===== config.mk =====
export PLATFORM = sky130hd
export DESIGN_NAME = ffba_ctrl
export DESIGN_NICKNAME = d
export VERILOG_FILES = /design/src/rtl/ffba_pkg.sv /design/src/rtl/ffba_ctrl.sv
export SDC_FILE = /design/constraint.sdc
export NUM_CORES = 1
export LEC_CHECK = 0
export ABC_AREA = 1
export BUFFER_PORTS_ARGS = -buffer_cell sky130_fd_sc_hd__buf_2
export CELL_PAD_IN_SITES_DETAIL_PLACEMENT = 1
export CELL_PAD_IN_SITES_GLOBAL_PLACEMENT = 2
export CORE_MARGIN = 4
export CORE_UTILIZATION = 19
export CTS_BUF_LIST = sky130_fd_sc_hd__clkbuf_4 sky130_fd_sc_hd__clkbuf_8
export DETAILED_ROUTE_END_ITERATION = 7
export PLACE_DENSITY = 0.86
export SYNTH_ARGS = -nofsm -noshare
export SYNTH_HDL_FRONTEND = slang
export SYNTH_SLANG_ARGS = --single-unit

===== constraint.sdc =====
create_clock -name clk_i -period 1.3 [get_ports clk_i]
set_input_delay 0.39 -clock clk_i [delete_from_list [all_inputs] [get_ports clk_i]]
set_output_delay 0.39 -clock clk_i [all_outputs]
set_load 0.005 [all_outputs]

===== src/rtl/ffba_pkg.sv =====
// Shared types, widths and codes of the first-fit block allocator.
package ffba_pkg;

  localparam int REQ_W   = 13;
  localparam int ADDR_W  = 12;
  localparam int FREE_W  = 13;
  localparam int MODE_W  = 2;
  localparam int CFG_W   = 13;
  localparam int DATA_W  = 32;
  localparam int PADDR_W = 3;

  localparam logic [CFG_W-1:0] POOL_SIZE_RST = 13'd4096;

  // Operation codes carried on the input tuser
  localparam logic [MODE_W-1:0] MODE_ALLOC = 2'd0;
  localparam logic [MODE_W-1:0] MODE_FREE  = 2'd1;
  localparam logic [MODE_W-1:0] MODE_RESET = 2'd2;
  localparam logic [MODE_W-1:0] MODE_NONE  = 2'd3;

  // Register word index of pool_size
  localparam logic [PADDR_W-3:0] REG_POOL_SIZE = 1'b0;

  // Commands from the controller to the datapath
  typedef struct packed {
    logic init;      // latch pool size, write the single free block
    logic load;      // capture the input item, restart the walk
    logic rd;        // read the header at the walk pointer
    logic step;      // advance the walk pointer past the current block
    logic take;      // mark the current block used
    logic split_wr;  // write the header of the split-off remainder
    logic rel;       // clear the used mark of the current block
    logic merge;     // one coalescing step on the current block
    logic walk_rst;  // restart the walk at offset zero
    logic ok;        // mark the result a success
  } ffba_cmd_t;

  // Status from the datapath to the controller
  typedef struct packed {
    logic [MODE_W-1:0] mode;
    logic              req_ok;  // request fits within the free byte count
    logic              blk_ok;  // a valid block starts at the walk pointer
    logic              fits;    // current block is free and large enough
    logic              split;   // remainder can hold a header
    logic              hit;     // current payload offset matches the address
    logic              used;    // current block is in use
  } ffba_sts_t;

endpackage


===== src/rtl/ffba_ctrl.sv =====
// Controller of the allocator: sequences the header walks of each operation.
module ffba_ctrl (
  input  logic                clk_i,
  input  logic                rst_ni,
  input  logic                in_valid_i,
  output logic                in_ready_o,
  input  logic                out_free_i,
  output logic                finish_o,
  input  ffba_pkg::ffba_sts_t sts_i,
  output ffba_pkg::ffba_cmd_t cmd_o
);
  import ffba_pkg::*;

  localparam logic [3:0] ST_INIT  = 4'd0;
  localparam logic [3:0] ST_IDLE  = 4'd1;
  localparam logic [3:0] ST_DISP  = 4'd2;
  localparam logic [3:0] ST_A_RD  = 4'd3;
  localparam logic [3:0] ST_A_EX  = 4'd4;
  localparam logic [3:0] ST_A_SPL = 4'd5;
  localparam logic [3:0] ST_F_RD  = 4'd6;
  localparam logic [3:0] ST_F_EX  = 4'd7;
  localparam logic [3:0] ST_M_ST  = 4'd8;
  localparam logic [3:0] ST_M_RD  = 4'd9;
  localparam logic [3:0] ST_M_EX  = 4'd10;
  localparam logic [3:0] ST_DONE  = 4'd11;

  logic [3:0] state_q, state_d;

  always_comb begin
    state_d  = state_q;
    cmd_o    = '0;
    finish_o = 1'b0;
    unique case (state_q)
      ST_INIT: begin
        cmd_o.init = 1'b1;
        state_d    = ST_IDLE;
      end
      ST_IDLE: begin
        if (in_valid_i) begin
          cmd_o.load = 1'b1;
          state_d    = ST_DISP;
        end
      end
      ST_DISP: begin
        unique case (sts_i.mode)
          MODE_ALLOC: state_d = sts_i.req_ok ? ST_A_RD : ST_DONE;
          MODE_FREE:  state_d = ST_F_RD;
          MODE_RESET: begin
            cmd_o.init = 1'b1;
            cmd_o.ok   = 1'b1;
            state_d    = ST_DONE;
          end
          MODE_NONE:  state_d = ST_DONE;
        endcase
      end
      ST_A_RD: begin
        cmd_o.rd = 1'b1;
        state_d  = ST_A_EX;
      end
      ST_A_EX: begin
        if (!sts_i.blk_ok) begin
          state_d = ST_DONE;
        end else if (sts_i.fits) begin
          cmd_o.take = 1'b1;
          cmd_o.ok   = 1'b1;
          state_d    = sts_i.split ? ST_A_SPL : ST_DONE;
        end else begin
          cmd_o.step = 1'b1;
          state_d    = ST_A_RD;
        end
      end
      ST_A_SPL: begin
        cmd_o.split_wr = 1'b1;
        state_d        = ST_DONE;
      end
      ST_F_RD: begin
        cmd_o.rd = 1'b1;
        state_d  = ST_F_EX;
      end
      ST_F_EX: begin
        if (!sts_i.blk_ok) begin
          state_d = ST_M_ST;
        end else if (sts_i.hit) begin
          if (sts_i.used) begin
            cmd_o.rel = 1'b1;
            cmd_o.ok  = 1'b1;
          end
          state_d = ST_M_ST;
        end else begin
          cmd_o.step = 1'b1;
          state_d    = ST_F_RD;
        end
      end
      ST_M_ST: begin
        cmd_o.walk_rst = 1'b1;
        state_d        = ST_M_RD;
      end
      ST_M_RD: begin
        cmd_o.rd = 1'b1;
        state_d  = ST_M_EX;
      end
      ST_M_EX: begin
        if (!sts_i.blk_ok) begin
          state_d = ST_DONE;
        end else begin
          cmd_o.merge = 1'b1;
          state_d     = ST_M_RD;
        end
      end
      ST_DONE: begin
        if (out_free_i) begin
          finish_o = 1'b1;
          state_d  = ST_IDLE;
        end
      end
      default: state_d = ST_INIT;
    endcase
  end

  always_ff @(posedge clk_i or negedge rst_ni) begin
    if (!rst_ni) begin
      state_q <= ST_INIT;
    end else begin
      state_q <= state_d;
    end
  end

  assign in_ready_o = state_q == ST_IDLE;

endmodule


Yosys cells after proc, flatten, opt, wreduce, memory -nomap -nowiden
Cells that the tools add are included.
Word-level totals
  memory bits (writable): 0
  memories kept: 0
  bits of input ports: 12
  word-level logic and storage cells: 57
  bits in read-only memories: 0
  output and inout port bits: 12
  latch bits: 0
  register bits after elaboration: 4
Operators by class
  equality and inequality tests: 16
  reductions and logical operators: 5
  bitwise gates (word level): 0
  muxes and demuxes: 35
  divide/modulo/power cells: 0
  $add $sub $neg: 0
  shifts and indexed selects: 0
  multipliers: 0
  magnitude comparators: 0
Operators with widths (count)
  4-bit one-hot mux with 12 select lines: 1
  4-bit 2-to-1 mux: 8
  1-bit 2-to-1 mux: 20
  4-bit by 3-bit equality test with 1-bit output (second input constant): 4
  4-bit equality test (second input constant): 4
  4-bit one-hot mux with 3 select lines: 1
  4-bit by 2-bit equality test with 1-bit output (second input constant): 2
  2-bit equality test (second input constant): 2
  4-bit by 1-bit equality test with 1-bit output (second input constant): 1
  4-bit zero test: 1
  2-bit 2-to-1 mux: 2
  2-bit inequality test (second input constant): 2
  1-bit one-hot mux with 2 select lines: 2
  1-bit one-hot mux with 3 select lines: 1
  3-bit OR reduction: 1
  2-bit by 1-bit equality test with 1-bit output (second input constant): 1
  2-bit zero test: 1
  2-bit AND reduction: 1
  2-bit OR reduction: 1

Logic depth before layout (Yosys ltp)
  depth after elaboration: 4
  mapped depth: 8
  depth with buffers taken out: 8

Worst setup path after synthesis
OpenSTA, ideal clock, no wires.
  path type: reg-to-output
  from: register state_q[0]
  to: output port cmd_o[0] in the netlist's numbering
  data arrival time: 968 ps
  setup slack: -58 ps
  path buffers: 0
  data required time: 910 ps
  stages on the path, launching flop included: 5
  cell sequence: dfrtp_1 -> nor2_1 -> nand2_2 -> nor2_1 -> nand3b_1
RTL lines
  start: declaration: RTL line ffba_ctrl.sv:27  | logic [3:0] state_q, state_d;
  start signal: assignment: RTL line ffba_ctrl.sv:124  | state_q <= state_d;
  end: declaration: RTL line ffba_ctrl.sv:10  | output ffba_pkg::ffba_cmd_t cmd_o

==> flow_summary.toml <==
[status]
status = "finished with violations"
violations = "setup timing"

[flow_run]
maxCapViolCount = 0

[place]
hpwl_microns = 1670
portBuffers = 23
dp.cells = 154
gp_congestion = 0.828

[pwr]
power.internal_mw = 0.954
clock_power_share = 0.088
swShare = 0.478
p_leak_nw = 0.544
power_density_mw_per_mm2 = 1900
power_frac_seq = 0.170
switchingPower_mw = 0.873
ir_drop_mv = 0.623
power_frac_comb = 0.742

[routing]
ant_nets = 0
vias_per_cell = 4.39
post_drt_wl_per_cell_microns = 12.7
first_pass_iters = 3
drtIter0Drc = 3
totalWireLength_microns = 2090
drc = 0
vias = 724

[timing]
tightestPinTransition_ps = 265
fin_ws_ps = -393
hold_viol_final = 0
rsz0062_at_grt = "true"
min_period_ps = 1690
timing.setup.tns_ps = -4220
clock.fmax_mhz = 591
fin_worst_skew_ps = 4.65
slew-limit-headroom = 0.823
maxSlewViolCount = 0
fin_crit_sh = 1.30
finalSetupViolCount = 14

[setup_path]
cp-end-kind = "primary output"
path_buf_inv = 2
cp.required_ps = 910
cp_slowest_cell = "dfrtp_2"
crit_family = "flip-flops"
slowest_delay_ps = 440
path_cells = "inv_2 -> nand2_2 -> nor2_1 -> nand4_1 -> nand3b_1 -> buf_2"
worstPathArrival_ps = 1300
r2r_cells = 7
crit_path_max_fanout = 4
cp-start-kind = "flip-flop"
r2r-start = "state_q[3]"
r2r_end = "state_q[0]"
r2r_slack_ps = -70
path_class = "flip-flop to primary output"

[grt]
grt_pass1_vias = 789
grt_pass1_wl_microns = 3440
grt_max_degree = 6
track_usage = 0.133
gr-total-overflow = 0
antenna_found_initial = 0

[synth]
synth-edff-count = 0
yosysWarnings = 0
synthDistinctLibCells = 17
synth-async-reset-ratio = 1.00
synthMuxAreaShare = 0
yosys.area.top_type = "dfrtp_1"
postSynthCellCount = 84
yosysMostFrequentCell = "nand2_1"
synth_xor_area_frac = 0
synth_seq_cells = 4
synth-simple-area-share = 0.589
synth_area_sq_um = 465
yosys-top-cells-count = "21 x nand2_1, 18 x nor2_1, 10 x inv_1, 5 x inv_2"
avgSynthCellArea_sq_um = 5.54
synth.yosys.seq_area_share = 0.215
synthTopCellsByArea = "dfrtp_1 22%, nand2_1 17%, nor2_1 15%"
synth_top_family_by_area = "simple AND/OR/NAND/NOR gates"
syn-num-nets = 96
synth_fa_ha_area_frac = 0
synth_compound_area_frac = 0.0753
synthFlopType = "dfrtp_1"
synth.top_cell.area_share = 0.215

[clock_network]
clock-root-buffer = "clkbuf_4"
clk_latency_ps = 250
path_clk_slew_ps = 40
cts_buffer_depth = 2
numCtsBuffers = 3
cts-htree-levels = 1
cts_tree = "yes"
cts_sinks = 4

[cells_and_area]
instances_no_fill = 165
layout.nets = 151
regMostFlops = "state_q"
largest_reg_flops = 4
area_delta_synth_final_pct = 106
drive_gt1_frac = 0.620
reg.largest.list = "state_q (4)"
finish.utilization = 0.422
diodes = 0

[floorplan]
start_util = 0.205
rows = 17
pin_count = 24
design.die.area_sq_mm = 0.00331
die_w_microns = 57.5
core_area_sq_mm = 0.00228
fp.dieH_microns = 57.5

[hold_path]
min_path_type = "input port to flip-flop"
hp-start = "sts_i[7]"
min_delay_worst_endpoint = "state_q[3]"
hold_depth = 3
## worst reg2reg max path, delay by kind of cell, from the launching register on
family | cells | cell delay, ps
buffers and inverters | 4 | 490
flip-flops | 1 | 440
AND/OR/NAND/NOR | 3 | 300
## logic make-up after synthesis
kind of cell,count (synthesis)
AND/OR/NAND/NOR,59
buffers and inverters,15
flip-flops,4
AO/OA/AOI/OAI,6
## how the worst max path moves through the flow
stage          slack [ps]       end  cells after the start  startpoint
6_report             -390  cmd_o[0]                      6  state_q[3]
5_1_grt              -480  cmd_o[0]                      6  state_q[3]
4_1_cts              -400  cmd_o[2]                      5  state_q[2]
3_5_place_dp         -190  cmd_o[0]                      5  state_q[0]
3_3_place_gp         -150  cmd_o[6]                      4  state_q[0]
2_1_floorplan         -30  cmd_o[0]                      5  state_q[2]
## routing by layer
layer | track usage | vias up | wire [microns]
met3 | 0.00226 | 4 | 74
met2 | 0.260 | 18 | 1160
met5 | 0 | - | 0
met4 | 0.0596 | 0 | 41
met1 | 0.147 | 332 | 820
li1 | - | 370 | -
## power groups by stage
stage,clock [mW],combinational (mW),sequential (mW)
floorplan,0,0.533,0.270
detailed placement,0,1.09,0.283
finish,0.161,1.35,0.310
global placement,0,1.04,0.273
global route,0.168,1.49,0.323
CTS,0.168,1.25,0.312
## layout make-up
class | instances | area, sq um
inverter | 15 | 56.3
fill | 296 | 1320
sequential | 4 | 105
tap | 28 | 35.0
multi-input combinational | 65 | 405
clock buffer | 3 | 22.5
timing repair buffer | 50 | 335
## through the flow
step | instance area (sq um) | power (mW) | setup WS [ps] | hold slack [ps]
floorplan | 475 | 0.804 | -26.1 | 94.4
global placement | 768 | 1.31 | -151 | 201
detailed placement | 768 | 1.37 | -193 | 201
finish | 960 | 1.83 | -393 | 443
CTS | 892 | 1.73 | -399 | 444
global route | 960 | 1.98 | -475 | 459
## cell usage in the layout, fill, tap and decap left out, types with 3 or more instances in the layout
| cell | instances |
|---|---|
| nand2_1 | 17 |
| inv_1 | 9 |
| dfrtp_2 | 4 |
| nor2_1 | 11 |
| nand3_1 | 4 |
| nand2_2 | 7 |
| nand4_1 | 3 |
| buf_6 | 4 |
| buf_2 | 23 |
| nor2_4 | 9 |
| buf_4 | 22 |
| clkbuf_4 | 3 |
| inv_2 | 6 |
## repair_timing
| action | CTS | global route |
|---|---|---|
| gates resized for setup | 16 | 14 |
| gates cloned | 0 | 0 |
| endpoints found under the hold margin | 4 | 0 |
| setup endpoints to repair | 16 | 16 |
| hold buffers | 1 | 0 |
| setup buffers | 5 | 2 |
| pin swaps | 5 | 4 |
No activity file was read; power rests on OpenSTA's default activity.
